<file path="src/sv/pntcs_pkg.sv">
// ============================================================================
// pntcs_pkg - shared types and constants for the packed-nibble column span
// Command codes, queue entry layout and sizing used by front, queue and back.
// ============================================================================
package pntcs_pkg;

  // Texel store size in bytes and its address width
  localparam int TEXEL_BYTES = 2048;
  localparam int TEX_AW      = $clog2(TEXEL_BYTES);

  // Longest span drawn; longer requests are clipped
  localparam int MAX_SPAN = 64;

  // Palette
  localparam int PAL_DEPTH = 16;
  localparam int PAL_AW    = $clog2(PAL_DEPTH);

  // Command queue depth (power of two)
  localparam int QUEUE_DEPTH = 2;
  localparam int QUEUE_AW    = $clog2(QUEUE_DEPTH);

  // Field widths
  localparam int LOC_W   = 11;
  localparam int DATA_W  = 16;
  localparam int COORD_W = 10;
  localparam int POS_W   = 32;
  localparam int LEN_W   = 7;
  localparam int ADDR_W  = 21;
  localparam int PITCH_W = 11;
  localparam int CNT_W   = 32;

  // Texture position layout: byte index from bit 13 up, nibble select bit 12
  localparam int BYTE_LSB = 13;
  localparam int NIB_BIT  = 12;

  // Item kind codes on the input port
  localparam logic [1:0] KIND_TEX   = 2'd0;
  localparam logic [1:0] KIND_PAL   = 2'd1;
  localparam logic [1:0] KIND_DRAW  = 2'd2;
  localparam logic [1:0] KIND_CLEAR = 2'd3;

  // APB register indexes
  localparam logic REG_PITCH = 1'b0;
  localparam logic REG_WALL  = 1'b1;

  localparam logic [PITCH_W-1:0] PITCH_RESET = PITCH_W'(256);

  typedef enum logic [1:0] {
    OP_TEX,
    OP_PAL,
    OP_DRAW,
    OP_CLEAR
  } op_t;

  typedef struct packed {
    op_t                 op;
    logic [LOC_W-1:0]    location;
    logic [DATA_W-1:0]   data;
    logic [ADDR_W-1:0]   addr;
    logic [POS_W-1:0]    pos;
    logic [POS_W-1:0]    step;
    logic [LEN_W-1:0]    length;
  } cmd_t;

  // Queue status seen by the front
  typedef struct packed {
    logic full;
    logic empty;
  } q_stat_t;

endpackage

</file>
<file path="src/sv/pntcs_queue.sv">
// ============================================================================
// pntcs_queue - short command queue between front and back
// Register-based FIFO; push and pop may happen in the same cycle.
// ============================================================================
module pntcs_queue (
  input  logic               clk,
  input  logic               rst,
  input  logic               push,
  input  pntcs_pkg::cmd_t    push_cmd,
  input  logic               pop,
  output pntcs_pkg::cmd_t    head,
  output pntcs_pkg::q_stat_t q_stat
);

  localparam int AW = pntcs_pkg::QUEUE_AW;

  pntcs_pkg::cmd_t entries [pntcs_pkg::QUEUE_DEPTH];
  logic [AW-1:0]   wr_ptr;
  logic [AW-1:0]   rd_ptr;
  logic [AW:0]     count;
  logic [AW-1:0]   wr_ptr_next;
  logic [AW-1:0]   rd_ptr_next;
  logic [AW:0]     count_next;

  assign q_stat.full  = (count == (AW+1)'(pntcs_pkg::QUEUE_DEPTH));
  assign q_stat.empty = (count == '0);
  assign head         = entries[rd_ptr];

  always_comb begin
    wr_ptr_next = wr_ptr;
    rd_ptr_next = rd_ptr;
    count_next  = count;
    if (push) begin
      wr_ptr_next = (wr_ptr == AW'(pntcs_pkg::QUEUE_DEPTH - 1)) ? '0 : wr_ptr + 1'b1;
    end
    if (pop) begin
      rd_ptr_next = (rd_ptr == AW'(pntcs_pkg::QUEUE_DEPTH - 1)) ? '0 : rd_ptr + 1'b1;
    end
    if (push && !pop) begin
      count_next = count + 1'b1;
    end else if (pop && !push) begin
      count_next = count - 1'b1;
    end
  end

  always_ff @(posedge clk) begin
    if (rst) begin
      wr_ptr <= '0;
      rd_ptr <= '0;
      count  <= '0;
    end else begin
      wr_ptr <= wr_ptr_next;
      rd_ptr <= rd_ptr_next;
      count  <= count_next;
    end
  end

  always_ff @(posedge clk) begin
    if (push) begin
      entries[wr_ptr] <= push_cmd;
    end
  end

endmodule

</file>
<file path="config.mk">
export PLATFORM = sky130hd
export DESIGN_NAME = pntcs_queue
export DESIGN_NICKNAME = d
export VERILOG_FILES = /design/src/sv/pntcs_pkg.sv /design/src/sv/pntcs_queue.sv
export SDC_FILE = /design/constraint.sdc
export NUM_CORES = 1
export LEC_CHECK = 0
export ABC_CLOCK_PERIOD_IN_PS = 6300
export BUFFER_PORTS_ARGS = -buffer_cell sky130_fd_sc_hd__buf_2
export CAP_MARGIN = 20
export CORE_MARGIN = 2
export CORE_UTILIZATION = 37
export CTS_BUF_LIST = sky130_fd_sc_hd__clkbuf_16
export DETAILED_ROUTE_END_ITERATION = 8
export GPL_ROUTABILITY_DRIVEN = 0
export GPL_TIMING_DRIVEN = 0
export HOLD_SLACK_MARGIN = 0.03
export MAX_ROUTING_LAYER = met4
export PLACE_DENSITY_LB_ADDON = 0.08
export REMOVE_ABC_BUFFERS = 1
export SYNTH_ARGS = -nofsm -noshare
export SYNTH_HDL_FRONTEND = slang
export SYNTH_SLANG_ARGS = --single-unit
export TNS_END_PERCENT = 30
</file>
<file path="constraint.sdc">
create_clock -name clk -period 6.3 [get_ports clk]
set_input_delay 0.945 -clock clk [delete_from_list [all_inputs] [get_ports clk]]
set_output_delay 0.945 -clock clk [all_outputs]
set_load 0.1 [all_outputs]
</file>
Yosys cells after proc, flatten, opt, wreduce, memory -nomap -nowiden
Memories as Yosys holds them, arrays and structs flattened. A register that Yosys moved wholly into a read port is not among the register bits.
Index checks and enable logic that the tools add are counted.
{"block": "op_classes", "eq_ne": 1, "add_sub_neg": 4, "reduce_logical": 6, "muxes": 8}
{"operator": "two-way mux 1 bit", "count": 6}
{"operator": "two-way mux 2 bit", "count": 2}
{"operator": "adder 1 bit, second input constant", "count": 2}
{"operator": "adder 2 x 1 -> 2 bit, second input constant", "count": 1}
{"operator": "== test 2 bit, second input constant", "count": 1}
{"operator": "logical AND 1 bit", "count": 2}
{"operator": "logical NOT 1 bit", "count": 2}
{"operator": "logical NOT 2 bit", "count": 1}
{"operator": "nonzero test 2 bit", "count": 1}
{"operator": "subtractor 2 x 1 -> 2 bit, second input constant", "count": 1}
{"block": "totals", "inputBits": 125, "elab_cells": 23, "ramBits": 242, "n_memories": 1, "ff_bits": 4}
{"name": "entries", "depth": 2, "width": 121, "rd": 1, "rd_clocked_by_memory_dff": 1, "write_ports": 1, "line_no": "pntcs_queue.sv:17", "text": "pntcs_pkg::cmd_t entries [pntcs_pkg::QUEUE_DEPTH];"}

Logic depth before layout (Yosys ltp)
{"block": "logic_depth", "ltp_word": 4, "ltp_mapped": 5, "depth_no_buf": 5}

Worst setup path before layout
OpenSTA, ideal clock, no wires.
{"block": "synth_timing", "path_kind": "input -> register", "from": "input port push", "to": "memory entries[0][0] (netlist name) (enable)", "arrival_time_ps": 6194, "setup_slack_ps": -511, "required_ps": 5683, "setup_ps": 617, "stages": 1, "cell_sequence": "nor2b_1"}
{"block": "synth_between", "elab_chain_cells": 2}
{"item": "start, declared", "line_no": "pntcs_queue.sv:8", "text": "input logic push,"}
{"item": "two-way mux 1 bit", "line_no": "pntcs_queue.sv:59", "text": "if (push) begin"}
{"item": "two-way mux 1 bit (implied by the code)", "line_no": "pntcs_queue.sv:60", "text": "entries[wr_ptr] <= push_cmd;"}
{"item": "end, declared", "line_no": "pntcs_queue.sv:17"}
No other way between the ends.

==> metrics.csv <==
stage;metric;value;unit
logic_synthesis;number of synthesis warnings;0;
timing;Slew Limit Headroom;59.8;%
cells_and_area;Finished Layout Cells;1008;
worst_hold_path;WHS Path Cells;2;
worst_setup_path;Setup Crit Path Kind;register to primary output;
timing;Final Max Slew Viols;0;
worst_setup_path;Critical Path RT;5350;ps
drt;post-DR vias/cell;4.51;
cts;Clock Tree Root;clkbuf_16;
cells_and_area;Nets;795;
worst_setup_path;worst r2r src;wr_ptr;
flow_run;Max Cap Viol;0;
cts;clk slew on worst S/H paths;60;ps
cts;Clock Path Buffers;3;
worst_hold_path;Hold WC Path Type;register to register;
logic_synthesis;mapped cell area;8960;µm²
timing;final setup fails;0;
logic_synthesis;Mean Syn Cell Area;22.5;µm²
power_and_ir_drop;Pwr Density;378;nW/µm²
drt;# DRC;0;
worst_setup_path;FF-to-FF path depth;3;
timing;RSZ-0062 raised after global routing;false;
cts;CTS tree;yes;
floorplan;die area;25500;µm²
timing;min Tclk post-route;3470;ps
grt;largest net degree at the start of global routing;45;
timing;clk_skew;7.32;ps
timing;fmax;288;MHz
timing;Final WS setup;2830;ps
floorplan;Top Ports;248;
cts;Inserted Clock Buffers;27;
logic_synthesis;Synth Register Bits;247;
floorplan;initial core utilization;37.9;%
cts;# clock sinks;247;
timing;final worst path period share;55.1;%
cts;Post-CTS Setup Bufs;0;
floorplan;row count;56;
worst_setup_path;r2r endpoint;entries[1][116];
floorplan;die width;160;µm
cells_and_area;most frequent cells in the layout;247 x buf_2, 242 x edfxtp_1, 121 x mux2_2;
cts;clock insertion delay at the later pin of the skew report;510;ps
floorplan;CORE AREA;23600;µm²
worst_hold_path;Hold EP;count[1];
grt;grt ovf;0;
drt;First DRT Iteration DRCs;218;
grt;GRT Resource Usage Total;13.6;%
worst_setup_path;critical path launch point type;register;
status;status;finished, final reports clean;
placed_design;PortBufs;247;
timing;Worst Tran Pin Value;604;ps
worst_setup_path;Worst Path Arrival;2530;ps
timing;final hold vios;0;
cts;# H-tree levels;1;
placed_design;Post-DP HPWL;11300;µm
drt;final wirelength;17400;µm
grt;number of global-route vias before repair;4923;
placed_design;Place WS;3280;ps
drt;drt first pass iters;4;
worst_hold_path;HP Start;count[1];
worst_setup_path;Critical Path Fanout Max;42;
grt;initial antenna violation count;3;
cells_and_area;commonest non-fill, non-tap cell in the layout;buf_2;
power_and_ir_drop;worst vdd ir;0.213;mV
timing;Hold Worst Slack;503;ps
cts;cts repair resizes;0;
cells_and_area;share of cells above drive strength 1;60.1;%
cts;cts hold-fix bufs;0;
placed_design;placed cell count;959;
worst_setup_path;R2R Setup Slk;4380;ps
floorplan;die height;160;µm
logic_synthesis;Cells after Synth;398;
drt;WL/cell;17.2;µm
logic_synthesis;register area share after synthesis;82.2;%
grt;first-pass GRT wire length;26500;µm
power_and_ir_drop;leakage power;4.28;nW
cells_and_area;P&R area growth vs syn;27.8;%
drt;vias;4550;
worst_setup_path;CP endpoint kind;primary output;
drt;antenna viol nets, final;0;
logic_synthesis;Synth cell types;16;
worst max-delay path, cell delays in order, from the launching register on:
cell and delay (ps):
dfxtp_4 730, buf_16 310, buf_16 280, mux2_2 370
buf_2 300
stage by stage:
stage / util [%] / TNS, ps / cell area (µm²) / total power, mW
floorplan: - / -61850 / 8830 / 2.81
global placement: 44.3 / -510500 / 10500 / 3.01
CTS: 48.5 / 0 / 11400 / 4.39
detailed placement: 45.2 / 0 / 10700 / 2.99
finish: 48.5 / 0 / 11500 / 4.33
global route: 48.5 / 0 / 11500 / 4.48
layout make-up:
cell class / instances / area [µm²]
Fill cell: 2076 / 12200
Inverter: 1 / 3.75
Tap cell: 319 / 399
Clock buffer: 27 / 676
Clock inverter: 19 / 104
Timing Repair Buffer: 255 / 1420
Multi-Input combinational cell: 137 / 1470
Sequential cell: 247 / 7370
Antenna cell: 3 / 7.51
layer usage:
layer  GRT usage (%)  vias up  wire (µm)
met3            4.58       32       1330
met1            15.6     2222       7090
li1                -     2133          -
met2            23.0      163       8540
met4            3.60        0        407
met5               -        -          0
worst max-delay path by stage:
stage	start	end	slack, ps	cells past startpoint
2_1_floorplan	push	entries[0][0]	-510	1
3_3_place_gp	push	entries[0][103]	-4010	2
3_5_place_dp	register	head[111]	3280	4
4_1_cts	register	head[111]	2720	4
5_1_grt	register	head[116]	2650	4
6_report	register	head[116]	2830	4
sequential cells by signal (all words and copies together), names as in the netlist, named ones only:
| register | count |
|---|---|
| entries | 242 |
| wr_ptr | 1 |
| rd_ptr | 1 |
| count | 2 |
Yosys cell counts:
master,instances,share of area (%)
xor2_1,2,0.20
mux2_2,121,15
nor2_1,5,0.21
or3_1,1,0.070
inv_1,1,0.042
nor2b_1,2,0.14
edfxtp_1,242,81
and2_1,1,0.070
ha_1,1,0.14
o21ai_0,1,0.056
a21oi_1,1,0.056
buf_2,3,0.17
buf_6,9,1.1
buf_4,1,0.084
dfxtp_1,5,1.1
xnor2_1,2,0.20
cells by family (layout without fill, tap and decap cells):
family,count (synthesis),after routing,share of synthesized area (%)
flops,247,247,82.2
mux,121,121,15.2
buf+inv,14,302,1.42
simple gates,9,9,0.489
xor+xnor,4,4,0.391
compound gates,2,2,0.112
fa+ha+maj,1,1,0.140
other cells,0,3,0
power breakdown:
part | internal, mW | switching, mW
Clock | 0.808 | 0.576
Combinational | 0.192 | 0.806
Sequential | 1.92 | 0.0319
(Power assumes the default switching activity.)
