$ cat src/sv/pntcs_pkg.sv
// ============================================================================
// pntcs_pkg - shared types and constants for the packed-nibble column span
// Command codes, queue entry layout and sizing used by front, queue and back.
// ============================================================================
package pntcs_pkg;

  // Texel store size in bytes and its address width
  localparam int TEXEL_BYTES = 2048;
  localparam int TEX_AW      = $clog2(TEXEL_BYTES);

  // Longest span drawn; longer requests are clipped
  localparam int MAX_SPAN = 64;

  // Palette
  localparam int PAL_DEPTH = 16;
  localparam int PAL_AW    = $clog2(PAL_DEPTH);

  // Command queue depth (power of two)
  localparam int QUEUE_DEPTH = 2;
  localparam int QUEUE_AW    = $clog2(QUEUE_DEPTH);

  // Field widths
  localparam int LOC_W   = 11;
  localparam int DATA_W  = 16;
  localparam int COORD_W = 10;
  localparam int POS_W   = 32;
  localparam int LEN_W   = 7;
  localparam int ADDR_W  = 21;
  localparam int PITCH_W = 11;
  localparam int CNT_W   = 32;

  // Texture position layout: byte index from bit 13 up, nibble select bit 12
  localparam int BYTE_LSB = 13;
  localparam int NIB_BIT  = 12;

  // Item kind codes on the input port
  localparam logic [1:0] KIND_TEX   = 2'd0;
  localparam logic [1:0] KIND_PAL   = 2'd1;
  localparam logic [1:0] KIND_DRAW  = 2'd2;
  localparam logic [1:0] KIND_CLEAR = 2'd3;

  // APB register indexes
  localparam logic REG_PITCH = 1'b0;
  localparam logic REG_WALL  = 1'b1;

  localparam logic [PITCH_W-1:0] PITCH_RESET = PITCH_W'(256);

  typedef enum logic [1:0] {
    OP_TEX,
    OP_PAL,
    OP_DRAW,
    OP_CLEAR
  } op_t;

  typedef struct packed {
    op_t                 op;
    logic [LOC_W-1:0]    location;
    logic [DATA_W-1:0]   data;
    logic [ADDR_W-1:0]   addr;
    logic [POS_W-1:0]    pos;
    logic [POS_W-1:0]    step;
    logic [LEN_W-1:0]    length;
  } cmd_t;

  // Queue status seen by the front
  typedef struct packed {
    logic full;
    logic empty;
  } q_stat_t;

endpackage

$ cat src/sv/pntcs_front.sv
// ============================================================================
// pntcs_front - item intake and classification
// Decodes the item kind, drops items with no effect, clips the span length
// and forms the first frame-buffer address before queueing the command.
// ============================================================================
module pntcs_front (
  input  logic                              start,
  input  pntcs_pkg::q_stat_t                q_stat,
  input  logic [1:0]                        kind,
  input  logic [pntcs_pkg::LOC_W-1:0]       location,
  input  logic [pntcs_pkg::DATA_W-1:0]      load_data,
  input  logic [pntcs_pkg::COORD_W-1:0]     start_x,
  input  logic [pntcs_pkg::COORD_W-1:0]     start_y,
  input  logic [pntcs_pkg::POS_W-1:0]       texel_position,
  input  logic [pntcs_pkg::POS_W-1:0]       texel_step,
  input  logic [pntcs_pkg::LEN_W-1:0]       span_length,
  input  logic [pntcs_pkg::PITCH_W-1:0]     row_pitch,
  input  logic                              wall_active,
  output logic                              busy,
  output logic                              push,
  output pntcs_pkg::cmd_t                   cmd
);

  logic                           accept;
  logic                           keep;
  logic [pntcs_pkg::ADDR_W-1:0]   row_base;
  logic [pntcs_pkg::LEN_W-1:0]    len_clip;

  assign busy   = q_stat.full;
  assign accept = start && !busy;

  assign row_base = pntcs_pkg::ADDR_W'(start_y) * pntcs_pkg::ADDR_W'(row_pitch);
  assign len_clip = (32'(span_length) > pntcs_pkg::MAX_SPAN) ?
                    pntcs_pkg::LEN_W'(pntcs_pkg::MAX_SPAN) : span_length;

  always_comb begin
    cmd.location = location;
    cmd.data     = load_data;
    cmd.addr     = row_base + pntcs_pkg::ADDR_W'(start_x);
    cmd.pos      = texel_position;
    cmd.step     = texel_step;
    cmd.length   = len_clip;
    unique case (kind)
      pntcs_pkg::KIND_TEX: begin
        cmd.op = pntcs_pkg::OP_TEX;
        keep   = 32'(location) < pntcs_pkg::TEXEL_BYTES;
      end
      pntcs_pkg::KIND_PAL: begin
        cmd.op = pntcs_pkg::OP_PAL;
        keep   = 32'(location) < pntcs_pkg::PAL_DEPTH;
      end
      pntcs_pkg::KIND_DRAW: begin
        cmd.op = pntcs_pkg::OP_DRAW;
        keep   = wall_active && (span_length != '0);
      end
      default: begin
        cmd.op = pntcs_pkg::OP_CLEAR;
        keep   = 1'b1;
      end
    endcase
  end

  assign push = accept && keep;

endmodule

$ cat config.mk
export PLATFORM = sky130hd
export DESIGN_NAME = pntcs_front
export DESIGN_NICKNAME = d
export VERILOG_FILES = /design/src/sv/pntcs_pkg.sv /design/src/sv/pntcs_front.sv
export SDC_FILE = /design/constraint.sdc
export NUM_CORES = 1
export LEC_CHECK = 0
export BUFFER_PORTS_ARGS = -buffer_cell sky130_fd_sc_hd__buf_2
export CORE_AREA = 4 4 105 107
export DETAILED_ROUTE_END_ITERATION = 10
export DIE_AREA = 0 0 109 111
export GPL_ROUTABILITY_DRIVEN = 0
export PLACE_DENSITY = 0.86
export SYNTH_ARGS = -nofsm -noshare
export SYNTH_HDL_FRONTEND = slang
export SYNTH_SLANG_ARGS = --single-unit
$ cat constraint.sdc
create_clock -name vclk -period 12.8
set_clock_uncertainty 0.2 [all_clocks]
set_input_delay 2.56 -clock vclk [all_inputs]
set_output_delay 2.56 -clock vclk [all_outputs]
set_load 0.03 [all_outputs]
# Word level (Yosys, flattened, before mapping)

Cells that the tools add are included.

Mux-type cells: 3
Multipliers: 1
Bitwise logic cells: 0
Shifts and indexed selects: 0
$add $sub $neg: 1
Equality and inequality tests: 2
Divide/modulo/power cells: 0
Reductions and logical operators: 6
Magnitude comparators: 2

Operator list:

| operator            | number |
|---|---|
| $add 21x10->21      | 1 |
| $mul 10x11->21      | 1 |
| $lt 11x5->1 const B | 1 |
| $gt 7x7->1 const B  | 1 |
| $mux 7              | 1 |
| $reduce_bool 7->1   | 1 |
| $pmux 2 s3          | 1 |
| $logic_and 1x1->1   | 3 |
| $eq 2x1->1 const B  | 1 |
| $eq 2x2->1 const B  | 1 |
| $logic_not 2->1     | 1 |
| $pmux 1 s2          | 1 |
| $logic_not 1->1     | 1 |

Bits in registers: 0
RAM bits: 0
Input port bits: 135
Output and inout port bits: 123
ROM bits: 0
Bits in latches: 0
Memories kept: 0
Word-level logic and storage cells: 15

# Logic depth before layout (Yosys ltp)

Gate-level depths: netlist (run 1).

Word-level depth: 4
Mapped depth: 18
Gate-level depth less buffers: 17

# Worst setup path after synthesis (run 1)

OpenSTA, ideal clock, no wires.

Path kind: input to output
From: input port start_y[3] in the netlist's numbering
To: output port cmd[85] in the netlist's numbering
Slack: 2.269 ns
Buffers on the path: 1
Arrival time: 7.771 ns
Cell stages on the path: 15
Data required time: 10.040 ns
Cell sequence: clkbuf_1 > nand2_1 > fa_1 > inv_1 > fa_1 > fa_1 > fa_1 > inv_1 > fa_1 > inv_1 > ha_1 > or2_2 > a21oi_1 > a21oi_1 > o311ai_0

RTL lines:

| what            | RTL line          | source |
|---|---|---|
| start, declared | pntcs_front.sv:13 | `input logic [pntcs_pkg::COORD_W-1:0] start_y,` |
| end, declared   | pntcs_front.sv:21 | `output pntcs_pkg::cmd_t cmd` |

==> results of run 1 <==
-- power by group --
| group | leakage, nW | internal, mW | switching (mW) |
|---|---|---|---|
| combinational | 2.65 | 0.501 | 0.916 |
| clock | 0 | 0 | 0 |
| sequential | 0 | 0 | 0 |
| total | 2.65 | 0.501 | 0.916 |
-- synthesized netlist by cell type, types with 3 or more instances --
master	n	area share, %
fa_1	80	32
o211ai_1	5	0.75
nand2b_1	3	0.38
nand2_1	68	5.1
and2_1	60	7.5
nor2b_1	9	1.1
a211oi_1	4	0.60
xnor2_1	11	1.9
clkbuf_1	23	1.7
or2_2	4	0.50
nand3_1	5	0.50
nor4_1	3	0.38
a21o_1	3	0.45
xor2_1	4	0.70
buf_4	92	14
inv_1	111	8.4
o21ai_0	5	0.50
nor3_1	6	0.60
a21oi_1	14	1.4
nor2_1	5	0.38
ha_1	63	16
a221oi_1	4	0.70
-- metal layers --
metal / vias up / part of all wire, % / GRT usage [%]
li1: 1735 / - / -
met1: 1871 / 43 / 23.3
met2: 135 / 50 / 28.6
met3: 16 / 6.2 / 2.85
met4: 0 / 1.5 / 2.95
met5: - / 0 / 0
-- kinds of logic after synthesis --
family	after synthesis	share of synthesized area (%)
fa+ha+maj	143	47.9
xor+xnor	15	2.63
simple gates	171	17.8
buf+inv	227	24.0
compound gates	53	7.58
-- worst max-delay path: cells and delay by family --
kind,cells,cell delay [ps]
AOI/OAI and AO/OA,3,950
adders and majority gates,6,3020
buffers and inverters,4,580
and+or+nand+nor,2,550
-- worst paths after layout --
path                           from  depth (start not counted)  slack (ps)       end
worst max-delay path   row_pitch[3]                         15        2370   cmd[85]
worst min-delay path  load_data[12]                          0        4920  cmd[104]
-- per-stage QoR --
stage	cells	area (um2)	power (mW)	setup slack [ps]	util, %
after floorplan	609	4990	1.13	2270	-
after global placement	718	4820	1.39	2480	47.5
after detailed placement	718	4820	1.42	2430	47.5
after CTS	718	4820	1.43	2420	47.5
after global routing	718	4820	1.57	2220	47.5
final	718	4820	1.42	2370	47.5
-- cell type report --
cell class / count / area (um2) / area share (%)
inverter: 111 / 417 / 8.64
timing repair buffer: 89 / 445 / 9.24
tap: 136 / 170 / 3.53
multi-input combinational: 382 / 3790 / 78.6
==> flow_summary.json, run 1 <==
{
  "ant_nets": 0,
  "via_per_inst": 5.23,
  "leakage_nw": 2.65,
  "setup_viol": 0,
  "drv_slew": 0,
  "criticalPathCategory": "primary input to output port",
  "dieArea_um2": 12100,
  "vias": 3757,
  "arrival_ps": 7670,
  "yosys_warnings": 0,
  "ir_worst_vdd_uv": 316,
  "worst_slew_margin_rel_pct": 62.8,
  "grt_max_degree": 12,
  "final_common_cell": "inv_1",
  "critical_path.cell_chain": "buf_2, and2_1, fa_1, fa_1, fa_1, fa_1, inv_1, fa_1, inv_1, ha_1, or2_2, a21oi_1, a21oi_1, o311ai_0, buf_2",
  "seq_cell_count": 0,
  "dp_hpwl_mm": 8.84,
  "layout_common_cells": "111 x inv_1, 89 x buf_2, 80 x fa_1, 68 x nand2_1, 63 x ha_1",
  "synth_nets": 887,
  "drt_iter0_markers": 187,
  "grt_antenna_before_repair": 0,
  "n_clock_buffer": 0,
  "crit_required_ps": 10040,
  "synth_seq_area_share_pct": 0,
  "die_w_um": 109,
  "std_cell_rows": 37,
  "die_h_um": 111,
  "worst_slew_pin_slew_ps": 551,
  "hold_viol": 0,
  "synthesis.area_um2": 4990,
  "core-area_um2": 10100,
  "postCtsHoldBufs": 0,
  "cp-end-kind": "output port",
  "wirelength_mm": 10.1,
  "grt_overflow_total": 0,
  "grt_first_pass_wirelength_mm": 17.5,
  "track_usage_pct": 17.1,
  "final_layout_size_suffix_gt1_share_pct": 17.2,
  "cp-start-kind": "primary input",
  "max_cap_viol_count": 0,
  "cp_slowest_cell": "fa_1",
  "status": "completed",
  "grt_pass1_vias": 3895,
  "rsz0062_at_grt": "false",
  "drt-pass1-iter-count": 4,
  "path_common_cell": "fa_1",
  "fmax_ghz": 0.0959,
  "fillers": 980,
  "area_growth_pct": -3.34,
  "port_buffers": 89,
  "critPathMaxFanout": 10,
  "wl_per_cell_um": 14.1,
  "avgSynthCellArea_um2": 8.19,
  "drcViolationCount": 0,
  "antenna_cells": 0,
  "nets": 862,
  "hp-class": "primary input to output port",
  "timing.hold.ws_ps": 4920,
  "cts_setup_buffers": 0,
  "syn_inst": 609,
  "start_util_pct": 49.2,
  "io_pins": 258,
  "cp_slowest_stage_delay_ps": 550,
  "fin_tns_setup_ps": 0,
  "netlist-cell-type-count": 44,
  "power_density_nw_per_um2": 294,
  "seq_area_um2": 0,
  "finalCritPeriodShare_pct": 81.5,
  "post-route-min-period_ps": 10430,
  "cts-resized-gates": 0
}
No activity file was read; power rests on OpenSTA's default activity.
==> inputs of run 2 (changes only) <==
- CORE_AREA: 4 4 105 107 -> 4 4 106 108
- DIE_AREA: 0 0 109 111 -> 0 0 110 112
- PLACE_DENSITY: 0.86 -> 0.85
- clock period: 12.8 -> 10.4 ns (I/O delays scaled with it)
==> flow_summary.json, run 2 (same netlist as run 1, synthesis figures left out) <==
{
  "grt_first_pass_wirelength_mm": 18.0,
  "power_density_nw_per_um2": 356,
  "start_util_pct": 48.7,
  "grt_antenna_before_repair": 0,
  "worst_slew_pin_slew_ps": 489,
  "seq_area_um2": 0,
  "post-route-min-period_ps": 9340,
  "fmax_ghz": 0.107,
  "power_frac_comb_pct": 100.0,
  "final_area_um2": 4820,
  "rsz0062_at_grt": "false",
  "port_buffers": 89,
  "dpl_worst_slack_ps": 1030,
  "status": "completed",
  "crit_start": "row_pitch[7]",
  "drv_slew": 0,
  "switchingPower_mw": 1.10,
  "ir_worst_vdd_uv": 418,
  "crit_required_ps": 8120,
  "wl_per_cell_um": 15.2,
  "dp_hpwl_mm": 9.78,
  "max_cap_viol_count": 0,
  "p_int_mw": 0.616,
  "wirelength_mm": 10.9,
  "nets": 862,
  "switching_share_pct": 64.0,
  "fin_tns_setup_ps": 0,
  "hp-start": "load_data[12]",
  "pwr-share-seq_pct": 0,
  "final_layout_size_suffix_gt1_share_pct": 17.2,
  "cts-resized-gates": 0,
  "grt_max_degree": 12,
  "vias": 3779,
  "ant_nets": 0,
  "io_pins": 258,
  "timing.hold.ws_ps": 3960,
  "via_per_inst": 5.26,
  "arrival_ps": 7060,
  "layout_common_cells": "111 x inv_1, 89 x buf_2, 80 x fa_1, 68 x nand2_1, 63 x ha_1",
  "finalWorstSetupSlack_ps": 1060,
  "criticalPathCategory": "primary input to output port",
  "leakage_nw": 2.65,
  "cp-end-kind": "output port",
  "cp-endpoint": "cmd[89]",
  "drt-pass1-iter-count": 5,
  "clkPwrFrac_pct": 0,
  "place_area_um2": 4820,
  "utilization_pct": 47.1,
  "die_w_um": 110,
  "critPathMaxFanout": 10,
  "core-area_um2": 10200,
  "postCtsHoldBufs": 0,
  "setup_viol": 0,
  "hold_viol": 0,
  "cts_setup_buffers": 0,
  "final_common_cell": "inv_1",
  "n_clock_buffer": 0,
  "worst_slew_margin_rel_pct": 66.5,
  "seq_cell_count": 0,
  "die_h_um": 112,
  "grt_overflow_total": 0,
  "std_cell_rows": 37,
  "dieArea_um2": 12300,
  "drcViolationCount": 0,
  "finalCritPeriodShare_pct": 89.8,
  "area_growth_pct": -3.29,
  "hp-class": "primary input to output port",
  "cp-start-kind": "primary input",
  "track_usage_pct": 17.7,
  "drt_iter0_markers": 136,
  "grt_pass1_vias": 3940
}
## run 2: cell count changes in the layout (fill, tap and decap cells not counted), sizes merged
cell	change
diode	+1
## run 2: through the flow
step	instances	power (mW)
after floorplan	609	1.39
after detailed placement	718	1.73
after CTS	718	1.73
after global routing	718	1.91
final	719	1.71
after global placement	718	1.70
## run 2: worst min path at each step
stage	end	depth (start not counted)	slack (ps)
floorplan	cmd[0]	1	4070
global placement	cmd[100]	0	3960
detailed placement	cmd[100]	0	3960
CTS	cmd[100]	0	3960
global route	cmd[104]	0	3960
finish	cmd[104]	0	3960
## run 2: power groups by stage
stage	registers, mW	clock network [mW]	logic [mW]
2_1_floorplan	0	0	1.39
3_3_place_gp	0	0	1.70
3_5_place_dp	0	0	1.73
4_1_cts	0	0	1.73
5_1_grt	0	0	1.91
6_report	0	0.0000000129	1.71
## run 2: layout make-up
type	instances	area, um2
timing repair buffer	89	445
inverter	111	417
antenna	1	2.50
multi-input combinational	382	3790
fill	1014	5410
tap	136	170
## run 2: critical path, stage by stage
cell      delay (ps)
buf_2            170
and2_1           200
fa_1             510
fa_1             520
fa_1             520
fa_1             550
inv_1             50
fa_1             530
inv_1             40
ha_1             380
a21o_1           230
and4_4           200
or4_4            510
o21a_1           210
o211ai_2         150
buf_2            210
## run 2: layer usage
| layer | track usage [%] | vias up | share of wire (%) |
|---|---|---|---|
| li1 | - | 1745 | - |
| met1 | 21.3 | 1837 | 37 |
| met2 | 33.4 | 179 | 54 |
| met3 | 2.43 | 18 | 8.3 |
| met4 | 2.91 | 0 | 1.2 |
| met5 | 0 | - | 0 |
